[src/rtl/core/btr_pkg.sv]
// Package of the boot transfer responder.
// Holds the transfer structs, command and acknowledgement codes, and the fixed constants.
// No dependencies.
package btr_pkg;

  localparam logic [15:0] HEADER_BYTES   = 16'd16;
  localparam logic [4:0]  FAST_ADVERTS   = 5'd20;
  localparam logic [15:0] SERVER_PORT_RST = 16'd33330;

  localparam int unsigned BUF_W   = 25;
  localparam int unsigned PORT_W  = 16;
  localparam int unsigned WORD_W  = 32;
  localparam int unsigned CFG_W   = 25;

  localparam logic [31:0] CMD_COMMAND   = 32'd1;
  localparam logic [31:0] CMD_SEND_FILE = 32'd2;
  localparam logic [31:0] CMD_DATA      = 32'd3;
  localparam logic [31:0] CMD_BOOT      = 32'd4;

  localparam logic [1:0] ACK_OK        = 2'd0;
  localparam logic [1:0] ACK_TOO_LARGE = 2'd1;
  localparam logic [1:0] ACK_BAD_CMD   = 2'd2;

  localparam logic [1:0] REARM_NONE = 2'd0;
  localparam logic [1:0] REARM_FAST = 2'd1;
  localparam logic [1:0] REARM_SLOW = 2'd2;

  localparam logic [1:0] ADVERT_ONE = 2'd1;

  localparam logic ACTION_PACKET = 1'b0;
  localparam logic ACTION_POLL   = 1'b1;

  localparam logic REG_BUFFER_SIZE = 1'b0;
  localparam logic REG_SERVER_PORT = 1'b1;

  typedef struct packed {
    logic        action;
    logic [15:0] dest_port;
    logic [15:0] packet_len;
    logic [31:0] cookie;
    logic [31:0] command;
    logic [31:0] argument;
    logic        link_up;
    logic        timer_expired;
  } in_item_t;

  typedef struct packed {
    logic        send_ack;
    logic [1:0]  ack_code;
    logic [31:0] ack_cookie;
    logic [31:0] ack_arg;
    logic        store_enable;
    logic [24:0] store_offset;
    logic [15:0] store_len;
    logic [1:0]  advert_count;
    logic [1:0]  timer_rearm;
    logic        boot_ready;
    logic [24:0] boot_length;
  } out_item_t;

  typedef struct packed {
    logic [24:0] buffer_size;
    logic [15:0] server_port;
  } cfg_t;

  typedef struct packed {
    logic [31:0] prev_cookie;
    logic [31:0] prev_command;
    logic [31:0] prev_argument;
    logic [1:0]  prev_ack_code;
    logic [31:0] prev_ack_arg;
    logic [24:0] receive_offset;
    logic        boot_pending;
    logic        transfer_active;
    logic        link_online;
    logic [4:0]  fast_adverts_left;
  } state_t;

endpackage

[src/rtl/core/btr_packet_unit.sv]
// Packet path of the boot transfer responder: port and header filter, repeat
// detection and command decode. Purely combinational; uses btr_pkg.
module btr_packet_unit import btr_pkg::*; #(
  parameter logic [15:0] HDR_BYTES = HEADER_BYTES
) (
  input  cfg_t      cfg_i,
  input  state_t    state_i,
  input  in_item_t  item_i,
  output out_item_t result_o,
  output state_t    state_o
);

  logic [15:0] len;
  logic [25:0] sum;
  logic        repeat_hit;
  logic        keep;
  logic [1:0]  code;
  logic [31:0] aarg;

  assign len = item_i.packet_len - HDR_BYTES;
  assign sum = {1'b0, state_i.receive_offset} + {10'd0, len};
  assign repeat_hit = (item_i.cookie == state_i.prev_cookie) &&
                      (item_i.command == state_i.prev_command) &&
                      (item_i.argument == state_i.prev_argument);

  always_comb begin
    result_o = '0;
    state_o  = state_i;
    keep     = 1'b1;
    code     = ACK_OK;
    aarg     = '0;
    if ((item_i.dest_port == cfg_i.server_port) && (item_i.packet_len >= HDR_BYTES)) begin
      if (repeat_hit) begin
        state_o.transfer_active = 1'b1;
        result_o.send_ack   = 1'b1;
        result_o.ack_code   = state_i.prev_ack_code;
        result_o.ack_cookie = state_i.prev_cookie;
        result_o.ack_arg    = state_i.prev_ack_arg;
      end else begin
        case (item_i.command)
          CMD_COMMAND: begin
            keep = (len != '0);
          end
          CMD_SEND_FILE: begin
            keep = (len != '0);
            if (keep) begin
              state_o.receive_offset = '0;
            end
          end
          CMD_DATA: begin
            keep = (item_i.argument == {7'd0, state_i.receive_offset}) &&
                   (cfg_i.buffer_size != '0);
            aarg = item_i.argument;
            if (keep) begin
              if (sum > {1'b0, cfg_i.buffer_size}) begin
                code = ACK_TOO_LARGE;
              end else begin
                result_o.store_enable  = 1'b1;
                result_o.store_offset  = state_i.receive_offset;
                result_o.store_len     = len;
                state_o.receive_offset = sum[24:0];
              end
            end
          end
          CMD_BOOT: begin
            state_o.boot_pending = 1'b1;
          end
          default: begin
            code = ACK_BAD_CMD;
          end
        endcase
        if (keep) begin
          state_o.prev_cookie     = item_i.cookie;
          state_o.prev_command    = item_i.command;
          state_o.prev_argument   = item_i.argument;
          state_o.prev_ack_code   = code;
          state_o.prev_ack_arg    = aarg;
          state_o.transfer_active = 1'b1;
          result_o.send_ack   = 1'b1;
          result_o.ack_code   = code;
          result_o.ack_cookie = item_i.cookie;
          result_o.ack_arg    = aarg;
        end
      end
    end
  end

endmodule

[src/rtl/core/btr_poll_unit.sv]
// Poll path of the boot transfer responder: link tracking, advertisement pacing
// and boot reporting. Purely combinational; uses btr_pkg.
module btr_poll_unit import btr_pkg::*; #(
  parameter logic [4:0] FAST_COUNT = FAST_ADVERTS
) (
  input  state_t    state_i,
  input  in_item_t  item_i,
  output out_item_t result_o,
  output state_t    state_o
);

  logic [4:0] fast_left;
  logic [1:0] adverts;
  logic [1:0] rearm;

  always_comb begin
    result_o  = '0;
    state_o   = state_i;
    fast_left = state_i.fast_adverts_left;
    adverts   = '0;
    rearm     = REARM_NONE;
    if (!item_i.link_up) begin
      state_o.link_online = 1'b0;
    end else begin
      if (!state_i.link_online) begin
        state_o.link_online = 1'b1;
        fast_left = FAST_COUNT;
        rearm     = REARM_FAST;
        adverts   = ADVERT_ONE;
      end
      if (item_i.timer_expired) begin
        if (fast_left != '0) begin
          fast_left = fast_left - 5'd1;
          rearm     = REARM_FAST;
        end else begin
          rearm = REARM_SLOW;
        end
        if (state_i.transfer_active) begin
          state_o.transfer_active = 1'b0;
        end else begin
          adverts = adverts + ADVERT_ONE;
        end
      end
      state_o.fast_adverts_left = fast_left;
      result_o.advert_count = adverts;
      result_o.timer_rearm  = rearm;
      if (state_i.boot_pending) begin
        state_o.boot_pending = 1'b0;
        result_o.boot_ready  = 1'b1;
        result_o.boot_length = state_i.receive_offset;
      end
    end
  end

endmodule

[src/rtl/core/boot_transfer_responder.sv]
// Top level of the boot transfer responder: input register, state, result register.
// Instantiates btr_packet_unit and btr_poll_unit; uses btr_pkg.
//
//   channel   direction  handshake                 payload
//   in        input      in_valid_i / in_ready_o    in_item_i (in_item_t)
//   out       output     out_valid_o / out_ready_i  out_item_o (out_item_t)
//   cfg       input      cfg_we_i                   cfg_index_i, cfg_data_i
//
// Every item's result is loaded into the result register from the input register,
// and an item can be taken every cycle while the result register is not stalled.
// The input register feeds the packet and poll logic, which updates the state and
// loads the result register in the same cycle. A stalled result holds the result
// register, then the input register, and then in_ready_o drops. Reset clears the
// state, sets server_port to 33330 and buffer_size to zero.
module boot_transfer_responder import btr_pkg::*; #(
  parameter logic [15:0] HDR_BYTES  = HEADER_BYTES,
  parameter logic [4:0]  FAST_COUNT = FAST_ADVERTS
) (
  input  logic      clk_i,
  input  logic      rst_ni,
  input  logic      in_valid_i,
  output logic      in_ready_o,
  input  in_item_t  in_item_i,
  output logic      out_valid_o,
  input  logic      out_ready_i,
  output out_item_t out_item_o,
  input  logic      cfg_we_i,
  input  logic      cfg_index_i,
  input  logic [24:0] cfg_data_i
);

  logic      s1_valid_q, s1_valid_d;
  in_item_t  s1_item_q;
  logic      out_valid_q, out_valid_d;
  out_item_t out_item_q;
  cfg_t      cfg_q, cfg_d;
  state_t    state_q, state_d;

  out_item_t pkt_result, poll_result;
  state_t    pkt_state, poll_state;
  logic      out_free, s1_fire, in_fire;

  assign out_free   = !out_valid_q || out_ready_i;
  assign s1_fire    = s1_valid_q && out_free;
  assign in_ready_o = !s1_valid_q || out_free;
  assign in_fire    = in_valid_i && in_ready_o;

  btr_packet_unit #(
    .HDR_BYTES (HDR_BYTES)
  ) u_packet (
    .cfg_i    (cfg_q),
    .state_i  (state_q),
    .item_i   (s1_item_q),
    .result_o (pkt_result),
    .state_o  (pkt_state)
  );

  btr_poll_unit #(
    .FAST_COUNT (FAST_COUNT)
  ) u_poll (
    .state_i  (state_q),
    .item_i   (s1_item_q),
    .result_o (poll_result),
    .state_o  (poll_state)
  );

  always_comb begin
    s1_valid_d = s1_valid_q;
    if (in_fire) begin
      s1_valid_d = 1'b1;
    end else if (s1_fire) begin
      s1_valid_d = 1'b0;
    end
    out_valid_d = out_valid_q;
    if (s1_fire) begin
      out_valid_d = 1'b1;
    end else if (out_ready_i) begin
      out_valid_d = 1'b0;
    end
    state_d = state_q;
    if (s1_fire) begin
      state_d = (s1_item_q.action == ACTION_POLL) ? poll_state : pkt_state;
    end
    cfg_d = cfg_q;
    if (cfg_we_i) begin
      case (cfg_index_i)
        REG_BUFFER_SIZE: cfg_d.buffer_size = cfg_data_i;
        REG_SERVER_PORT: cfg_d.server_port = cfg_data_i[15:0];
        default:         cfg_d = cfg_q;
      endcase
    end
  end

  always_ff @(posedge clk_i or negedge rst_ni) begin
    if (!rst_ni) begin
      s1_valid_q          <= 1'b0;
      out_valid_q         <= 1'b0;
      state_q             <= '0;
      cfg_q.buffer_size   <= '0;
      cfg_q.server_port   <= SERVER_PORT_RST;
    end else begin
      s1_valid_q  <= s1_valid_d;
      out_valid_q <= out_valid_d;
      state_q     <= state_d;
      cfg_q       <= cfg_d;
    end
  end

  always_ff @(posedge clk_i) begin
    if (in_fire) begin
      s1_item_q <= in_item_i;
    end
    if (s1_fire) begin
      out_item_q <= (s1_item_q.action == ACTION_POLL) ? poll_result : pkt_result;
    end
  end

  assign out_valid_o = out_valid_q;
  assign out_item_o  = out_item_q;

endmodule

[config.mk]
export PLATFORM = sky130hd
export DESIGN_NAME = boot_transfer_responder
export DESIGN_NICKNAME = d
export VERILOG_FILES = /design/src/rtl/core/btr_pkg.sv /design/src/rtl/core/btr_packet_unit.sv /design/src/rtl/core/btr_poll_unit.sv /design/src/rtl/core/boot_transfer_responder.sv
export SDC_FILE = /design/constraint.sdc
export NUM_CORES = 1
export LEC_CHECK = 0
export ABC_AREA = 1
export BUFFER_PORTS_ARGS = -buffer_cell sky130_fd_sc_hd__buf_4
export CAP_MARGIN = 20
export CORE_MARGIN = 3
export CORE_UTILIZATION = 55
export CTS_CLUSTER_DIAMETER = 200
export DETAILED_ROUTE_END_ITERATION = 8
export PLACE_DENSITY = 0.77
export SLEW_MARGIN = 20
export SYNTH_ARGS = -nofsm -noshare
export SYNTH_HDL_FRONTEND = slang
export SYNTH_SLANG_ARGS = --single-unit
export TNS_END_PERCENT = 50
[constraint.sdc]
create_clock -name clk_i -period 6.08 [get_ports clk_i]
set_input_delay 0.304 -clock clk_i [delete_from_list [all_inputs] [get_ports clk_i]]
set_output_delay 0.304 -clock clk_i [all_outputs]
set_load 0.1 [all_outputs]
# After elaboration in Yosys (flattened, before gate mapping)

Cells that the tools add are included.

Register bits after elaboration: 476
Input port bits: 162
Output and inout port bits: 141
Word-level logic and storage cells: 133

$add $sub $neg: 4
$lt $le $gt $ge: 2
Eq/ne operators: 15
Multiplexer cells: 39
Bitwise logic cells: 6
Reduce and logical (&&, ||, !) cells: 34

Operator list:

| cell                  | count |
|---|---|
| $mux 67               | 2 |
| $eq 32x32->1          | 3 |
| $mux 25               | 3 |
| $eq 32x2->1 const B   | 2 |
| $pmux 25 s2           | 1 |
| $mux 42               | 1 |
| $eq 32x1->1 const B   | 1 |
| $eq 32x25->1          | 1 |
| $eq 32x3->1 const B   | 1 |
| $mux 32               | 1 |
| $add 25x16->26        | 1 |
| $gt 26x25->1          | 1 |
| $mux 26               | 1 |
| $mux 5                | 5 |
| $reduce_bool 25->1    | 1 |
| $eq 16x16->1          | 1 |
| $ge 16x5->1 const B   | 1 |
| $mux 2                | 8 |
| $reduce_bool 16->1    | 1 |
| $sub 16x5->16 const B | 1 |
| $reduce_and 5->1      | 3 |
| $mux 1                | 14 |
| $reduce_bool 2->1     | 5 |
| $mux 8                | 1 |
| other kinds (19)      | 40 |

# Longest topological paths before layout

Gate-level depths: netlist of run 1.

Depth in word-level cells: 9
Depth in mapped cells: 32
Mapped depth without buffers: 31

# By module

Synthesis of run 1 repeated with hierarchy kept, for this count alone.

Cell total of the unflattened synthesis: 3897
Area total of the unflattened synthesis: 29308.1 um^2

By module, submodules not included:

| module                  | instances | cells an instance | area each (um^2) | seq. area each (um^2) |
|---|---|---|---|---|
| boot_transfer_responder | 1         | 2102              | 19607.6          | 13269.0 |
| btr_packet_unit         | 1         | 1419              | 7219.4           | 0.0 |
| btr_poll_unit           | 1         | 376               | 2481.1           | 0.0 |

# Worst setup path before layout of run 1

Ideal clock, no wire load.

Kind: register to register
Start: register out_valid_q (netlist: out_valid_o)
End: register state_q[28] (netlist name)
Library setup time: 0.117 ns
Arrival time: 5.049 ns
Data required time: 5.963 ns
Slack: 0.915 ns
Cell stages (with the launch flop): 10
Buffers on the path: 1
Clock period less this slack: 5.165 ns
Cells stage by stage: dfrtp_1 nand2_1 nand2_1 inv_1 nand3_2 nor2_1 nand3_4 buf_6 nand2_1 nand2_1

Word-level cells in the longest chain between the ends: 4

RTL lines:

| what                              | RTL line                       | text |
|---|---|---|
| from (decl)                       | boot_transfer_responder.sv:34  | `logic out_valid_q, out_valid_d;` |
| from (signal assigned)            | boot_transfer_responder.sv:103 | `out_valid_q <= out_valid_d;` |
| $logic_not 1->1                   | boot_transfer_responder.sv:43  | `assign out_free = !out_valid_q \|\| out_ready_i;` |
| $logic_or 1x1->1                  | boot_transfer_responder.sv:43  |  |
| $logic_and 1x1->1                 | boot_transfer_responder.sv:44  | `assign s1_fire = s1_valid_q && out_free;` |
| $reduce_and 8->1 (no source line) | -                              |  |
| to (signal assigned)              | boot_transfer_responder.sv:104 | `state_q <= state_d;` |
| to (decl)                         | boot_transfer_responder.sv:37  | `state_t state_q, state_d;` |

Every way passes these cells.
A chain may end at the register's enable or synchronous reset.

# Final worst setup path of run 1

Start: register s1_item_q[102] (netlist name)
End: register state_q[20] (netlist name)

Word-level cells in the longest chain between the ends: 5
Elaborated cells on any way between the ends: 12

RTL lines:

| what                                                             | RTL line                       | text |
|---|---|---|
| from (decl)                                                      | boot_transfer_responder.sv:33  | `in_item_t s1_item_q;` |
| from (signal assigned)                                           | boot_transfer_responder.sv:111 | `s1_item_q <= in_item_i;` |
| $sub 16x5->16 (*)                                                | btr_packet_unit.sv:20          | `assign len = item_i.packet_len - HDR_BYTES;` |
| named net u_packet.len[4]                                        | btr_packet_unit.sv:13          | `logic [15:0] len;` |
| $add 25x16->26                                                   | btr_packet_unit.sv:21          | `assign sum = {1'b0, state_i.receive_offset} + {10'd0, len};` |
| $gt 26x25->1 or $mux 25 (tied branches)                          | btr_packet_unit.sv:55          | `if (sum > {1'b0, cfg_i.buffer_size}) begin` |
| $ne 2x2->1 (no source line) or $mux 25 (tied branches)           | -                              |  |
| $reduce_and 8->1 (no source line) or $pmux 25 s2 (tied branches) | -                              |  |

Mark *: on every way through the listed nets, which the timed path passes. The rest lies on a longest branch. The select of a mux whose other input is x is not followed.

==> metrics.md, run 1 <==
| Metric | Value |
|---|---|
| Status | `complete, no violations` |
| Vias in the first global route | `around 18000` |
| Crit start category | `flop` |
| CP Max Fanout | `26` |
| Most frequent cell after synthesis | `nand2_1` |
| CTS tree | `done` |
| R2R Setup Slk | `roughly 0.80 ns` |
| Worst-path clk slew | `~0.06 ns` |
| Cell taking the most area after synthesis | `edfxtp_1` |
| Clock root buffer | `clkbuf_16` |
| Initial core utilization | `0.563` |
| Setup TNS | `0 ns` |
| DP Area | `around 0.025 sq mm` |
| Synth Cell Area | `0.0227 sq mm` |
| Met1 Usage GRT | `0.392` |
| RSZ-0062 raised after global routing | `no` |
| Synth area leaders | `edfxtp_1 36%, dfrtp_1 22%, nand2_1 13%, inv_1 5.0%, nor2_1 4.8%` |
| Core ar. | `0.0403 sq mm` |
| Async SR Flop Fraction | `0.433` |
| Syn avg cell area | `8.97 sq um` |
| Final hold viol count | `0` |
| Die width | `between 200 and 250 um` |
| Crit end category | `flop` |
| Slew HR | `0.295` |
| Clock buffer depth | `3` |
| Synthesized instance count | `2529` |
| ANT nets after route | `0` |
| Area of the multi-input gates | `0.00771 sq mm` |
| Maxcap violations | `0` |
| Yosys warns | `0` |
| # DRC | `0` |
| Area grow syn2layout | `25.4%` |
| Hold Crit Class | `input pin to flop` |
| Top post-synthesis cells by count | `783 x nand2_1, 303 x inv_1, 289 x nor2_1` |
| WS Path Type | `flop to flop` |
| Yosys cell types | `slightly below 50` |
| Critical Path RT | `around 6.6 ns` |
| Post-synthesis register bit count | `around 480` |
| Met2 Resource Use GR | `0.446` |
| Final Critical Period | `5.28 ns` |
| Fmax | `around 0.19 GHz` |
| I/O Buffers | `~300` |
| CTS Sinks | `approximately 480` |
| FP Rows | `73` |
| GRT Resource Usage Total | `0.277` |
| Worst-Skew Late Latency | `0.60 ns` |
| CTS Buf Count | `49` |
| Placer Congestion | `slightly below 0.9` |
| Layout fillers | `about 3000` |
| First-pass GRT wire length | `about 97000 um` |
| First-pass iteration count of the detailed router | `6` |
| GRT Max-Usage Layer | `met2` |
| DP HPWL | `41300 um` |
| WL per Instance | `17.3 um` |
| Final net count | `around 3200` |
| Initial antenna violation count | `1` |
| Via count | `around 18000` |
| Setup bufs post-CTS | `0` |
| Final Util | `0.706` |
| Slew Viols, Final | `0` |
| Total power | `about 8.5 mW` |
| Power Density | `~300 mW/mm^2` |
| H-tree depth | `2` |
| Initial drt markers | `1585` |
| Final setup fails | `0` |
| FF+latch area | `roughly 0.013 sq mm` |
| Post-synth top area share | `0.357` |
| Final Skew | `0.0240 ns` |
| Peak supply drop | `0.000303 V` |
| Hold WS | `0.0312 ns` |
| Total wire length | `a little over 60000 um` |
| Arrival @ worst endpoint | `5.75 ns` |
| Grt total ovfl | `0` |
| I/O Pins | `303` |
| Met3 GRT Util | `0.0378` |
| Top FF cell, synth | `edfxtp_1` |
| Die ar. | `0.0437 sq mm` |
| EDFF count, synth | `270` |
| Seq/Total Area, Yosys | `0.585` |
| Pin count of the biggest net entering global routing | `142` |
| Post-cts sizing count | `0` |
| Tightest Pin Transition | `around 1.1 ns` |
| Final period util | `0.869` |
| Layout cell share with drive strength beyond 1 | `0.153` |
| Via density | `5.23` |
| Cell area after layout | `0.0284 sq mm` |
| Lkg Pwr | `13.2 nW` |
| Syn Nets | `about 2700` |
| Die height | `between 200 and 250 um` |
-- per-stage QoR --
| step | setup WS, ns | std cells |
|---|---|---|
| 2_1_floorplan | 0.915 | 2529 |
| 3_3_place_gp | 1.07 | 3287 |
| 3_5_place_dp | 0.912 | 3287 |
| 4_1_cts | 0.883 | 3528 |
| 5_1_grt | 0.280 | 3529 |
| 6_report | 0.799 | 3530 |
-- cells by family (layout without fill, tap and decap cells) --
group / Yosys count / after routing / share of synthesized area
xor+xnor: 66 / 66 / 0.0258
other cells: 0 / 2 / 0
flops: 476 / 476 / 0.585
compound gates: 259 / 259 / 0.0610
simple gates: 1266 / 1266 / 0.226
buf+inv: 415 / 889 / 0.0767
fa+ha+maj: 47 / 47 / 0.0262
-- state kept, by name, summed over array words and instances, names as in the netlist --
signal       flops
cfg_q           41
out_item_o     139
out_valid_o      1
s1_item_q      131
s1_valid_q       1
state_q        163
-- layout make-up --
class                   count  area share
flip-flops and latches    476       0.466
multi-input cells        1638       0.271
repair buffers            461       0.135
clock buffers              74      0.0511
inverters                 336      0.0447
well taps                 525      0.0231
clock inverters            18     0.00862
diodes                      2    0.000176
-- cell usage in the layout, fill, tap and decap left out, types with 3 or more instances in the layout --
| cell type | count |
|---|---|
| bufinv_16 | 5 |
| nand2_1 | 783 |
| a21o_1 | 5 |
| clkbuf_16 | 51 |
| edfxtp_1 | 270 |
| inv_2 | 32 |
| ha_1 | 46 |
| xnor2_1 | 8 |
| nor2_2 | 3 |
| o21ai_0 | 62 |
| nor2_1 | 289 |
| nor3_1 | 26 |
| clkinv_2 | 9 |
| o21ai_2 | 9 |
| dlygate4sd3_1 | 149 |
| clkinv_1 | 3 |
| inv_6 | 3 |
| nand3_2 | 6 |
| nor4_1 | 6 |
| inv_1 | 300 |
| dfrtp_1 | 201 |
| dfstp_2 | 5 |
| clkbuf_1 | 14 |
| xor2_1 | 57 |
| o21a_1 | 4 |
| nand4_1 | 23 |
| o21ai_1 | 71 |
| clkbuf_8 | 10 |
| buf_4 | 311 |
| nand3_1 | 115 |
| and2_1 | 3 |
| a21oi_1 | 97 |
-- timing repair --
action                                 4_1_cts  5_1_grt
hold buffers                               149        0
setup endpoints to repair                    0        0
endpoints found under the hold margin      247        0
-- routing by layer --
metal,routed length [um],vias to the layer above,part of all wire
li1,-,8937,-
met1,26100,8670,0.43
met2,28700,738,0.47
met3,4330,111,0.071
met4,1750,0,0.029
met5,0,-,0
-- power by group --
part | switching, mW | total (mW) | internal (mW)
Combinational | 1.19 | 1.58 | 0.394
Sequential | 0.135 | 3.82 | 3.69
Clock | 1.26 | 3.13 | 1.87
Total | 2.58 | 8.53 | 5.95
-- path summary, 6_finish.rpt --
kind	start	cells after the start	to
min in group asynchronous	rst_ni	2	state_q[154]$_DFFE_PN0P_
max in group asynchronous	rst_ni	3	state_q[43]$_DFFE_PN0P_
setup reg to reg	s1_item_q[102]$_DFFE_PP_	25	state_q[20]$_DFFE_PN0P_
hold reg to reg	state_q[57]$_DFFE_PN0P_	2	state_q[57]$_DFFE_PN0P_
setup / recovery	s1_item_q[102]$_DFFE_PP_	25	state_q[20]$_DFFE_PN0P_
hold / removal	cfg_data_i[2]	3	cfg_q[18]$_DFFE_PN0P_
-- critical path, cell delays in order (launching register included) --
cell      delay, ns
edfxtp_1       0.42
inv_1          0.19
ha_1           0.29
nand2_2        0.13
nor2_4         0.17
a21oi_1        0.10
nor2_2         0.15
inv_1          0.10
ha_1           0.35
nand2_1        0.09
nand2_1        0.06
a21boi_0       0.29
nand3_1        0.24
nand2_1        0.13
xor2_1         0.23
inv_1          0.09
ha_1           0.33
nand4_1        0.12
inv_1          0.08
nand4_1        0.11
nor2_1         0.28
clkinv_1       0.13
nand3_2        0.43
nand3_4        0.40
nand2_1        0.18
nand2_1        0.07
Power figures use the tool's default switching activity.
==> run 2: changes to the inputs <==
Settings changed: CORE_UTILIZATION 55 to 58, PLACE_DENSITY 0.77 to 0.8.
==> metrics.md, run 2 (synthesized netlist as in run 1, its figures left out) <==
| Metric | Value |
|---|---|
| Initial core utilization | `0.595` |
| Die ar. | `0.0415 sq mm` |
| WL per Instance | `17.6 um` |
| Initial antenna violation count | `2` |
| Slew Viols, Final | `0` |
| Placer Congestion | `0.938` |
| Slowest CP cell | `nor4_1` |
| Pin count of the biggest net entering global routing | `92` |
| Die height | `between 200 and 250 um` |
| Max FFs per register | `roughly 160` |
| Vias in the first global route | `~19000` |
| Lkg Pwr | `roughly 13 nW` |
| DP HPWL | `approximately 41000 um` |
| Setup TNS | `0 ns` |
| Post-Place Cells | `approximately 3300` |
| Area grow syn2layout | `25.6%` |
| Buf/Inv on CP | `5` |
| Crit start category | `flop` |
| Place WS | `1.08 ns` |
| # DRC | `0` |
| Initial drt markers | `1839` |
| Core ar. | `0.0381 sq mm` |
| First-pass GRT wire length | `just under 100000 um` |
| Slew HR | `0.286` |
| Peak supply drop | `between 0.0002 and 0.0003 V` |
| CP Depth | `26` |
| Via density | `between 5 and 6` |
| I/O Pins | `between 300 and 400` |
| Final Skew | `between 0.015 and 0.02 ns` |
| R2R Setup Slk | `0.94 ns` |
| CP Max Fanout | `26` |
| Clock root buffer | `clkbuf_16` |
| Power Density | `301 mW/mm^2` |
| Via count | `19067` |
| Die width | `approximately 200 um` |
| Layout cell share with drive strength beyond 1 | `0.153` |
| Arrival @ worst endpoint | `about 5.6 ns` |
| Status | `complete, no violations` |
| Worst Slack Setup Final | `roughly 0.94 ns` |
| Hold Crit Class | `input pin to flop` |
| Max incr delay on CP | `0.42 ns` |
| Final Critical Period | `around 5.1 ns` |
| H-tree depth | `2` |
| Layout fillers | `around 2600` |
| Clock buffer depth | `3` |
| ANT nets after route | `0` |
| Worst-Skew Late Latency | `approximately 0.59 ns` |
| Worst-path clk slew | `roughly 0.06 ns` |
| CTS Sinks | `476` |
| Tightest Pin Transition | `~1.1 ns` |
| CTS tree | `done` |
| Total power | `around 8.6 mW` |
| Critical Path RT | `around 6.5 ns` |
| FP Rows | `between 70 and 80` |
| CP endpoint | `state_q[8]$_DFFE_PN0P_` |
| Post-cts sizing count | `0` |
| I/O Buffers | `between 300 and 400` |
| Crit Reg-Reg Startpoint | `s1_item_q[102]$_DFFE_PP_` |
| WS Path Type | `flop to flop` |
| Final hold viol count | `0` |
| Crit end category | `flop` |
| Delay-heaviest family, CP | `simple AND/OR/NAND/NOR gates` |
| Setup bufs post-CTS | `0` |
| CP most frequent cell | `nand2_1` |
| Final net count | `~3200` |
| GRT Resource Usage Total | `0.301` |
| Final setup fails | `0` |
| Maxcap violations | `0` |
| Final Non-Filler Cells | `around 3500` |
| Commonest non-fill, non-tap cell in the layout | `nand2_1` |
| R2R depth | `26` |
| Final Util | `0.748` |
| Commonest cells after routing, fill and taps aside | `783 x nand2_1, 314 x buf_4, 300 x inv_1` |
| Register bank with the most flops | `state_q` |
| Grt total ovfl | `0` |
| Hold-fix buffers, CTS | `151` |
| Fmax | `around 0.19 GHz` |
| RR Endpoint | `state_q[8]$_DFFE_PN0P_` |
| Total wire length | `62100 um` |
| RSZ-0062 raised after global routing | `no` |
| Final period util | `0.846` |
| CTS Buf Count | `49` |
| First-pass iteration count of the detailed router | `6` |
| Crit path launch | `s1_item_q[102]$_DFFE_PP_` |
-- run 2: cell types whose count changed in the layout (fill, tap and decap cells not counted), sizes merged --
cell and delta:
diode -1, clkinvlp +2, dlygate4sd3 +2, buf +5, clkbuf -6, bufinv +2
-- run 2: layer usage --
| metal | up-vias | GRT usage | wire length, um |
|---|---|---|---|
| met4 | 2 | 0.115 | 2260 |
| met5 | - | 0 | 13 |
| li1 | 8955 | - | - |
| met3 | 144 | 0.0436 | 4600 |
| met1 | 9110 | 0.402 | 24900 |
| met2 | 856 | 0.506 | 30300 |
-- run 2: worst min path at each step --
stage,startpoint,endpoint,slack (ns),cells past startpoint
finish,cfg_data_i[6],cfg_q[22]$_DFFE_PN0P_,0.02,3
global route,cfg_data_i[3],cfg_q[19]$_DFFE_PN0P_,0.02,3
CTS,cfg_data_i[6],cfg_q[22]$_DFFE_PN0P_,0.0006,3
detailed placement,rst_ni,cfg_q[3]$_DFFE_PN0P_,0.33,1
global placement,rst_ni,cfg_q[2]$_DFFE_PN0P_,0.33,1
floorplan,rst_ni,cfg_q[0]$_DFFE_PN0P_,0.008,0
-- run 2: cell type report --
| cell class | instances | area [sq um] | area share |
|---|---|---|---|
| timing repair buffer | 467 | 3910 | 0.137 |
| clock buffer | 69 | 1400 | 0.0493 |
| multi-input combinational | 1638 | 7700 | 0.270 |
| antenna | 1 | 2.50 | 0.0000878 |
| clock inverter | 22 | 297 | 0.0104 |
| tap | 511 | 639 | 0.0224 |
| sequential | 476 | 13300 | 0.466 |
| inverter | 336 | 1270 | 0.0446 |
-- run 2: worst reg2reg max path: cells and delay by family, from the launching register on --
kind | cells | cell delay, ns
AND/OR/NAND/NOR | 16 | 2.89
adder cells (fa/ha/maj) | 3 | 0.83
buffers and inverters | 5 | 0.57
flip-flops | 1 | 0.41
XOR/XNOR | 1 | 0.25
AO/OA/AOI/OAI | 1 | 0.10
-- run 2: power by group --
part | leakage, nW | internal [mW] | switching, mW | total [mW]
Clock | 0.829 | 1.91 | 1.24 | 3.15
Combinational | 7.05 | 0.399 | 1.20 | 1.60
Sequential | 5.39 | 3.69 | 0.136 | 3.82
-- run 2: through the flow --
stage | area, sq um | hold slack, ns
floorplan | 22700 | 0.00841
CTS | 28500 | 0.000573
finish | 28500 | 0.0209
global placement | 25300 | 0.331
global route | 28500 | 0.0181
detailed placement | 25300 | 0.334
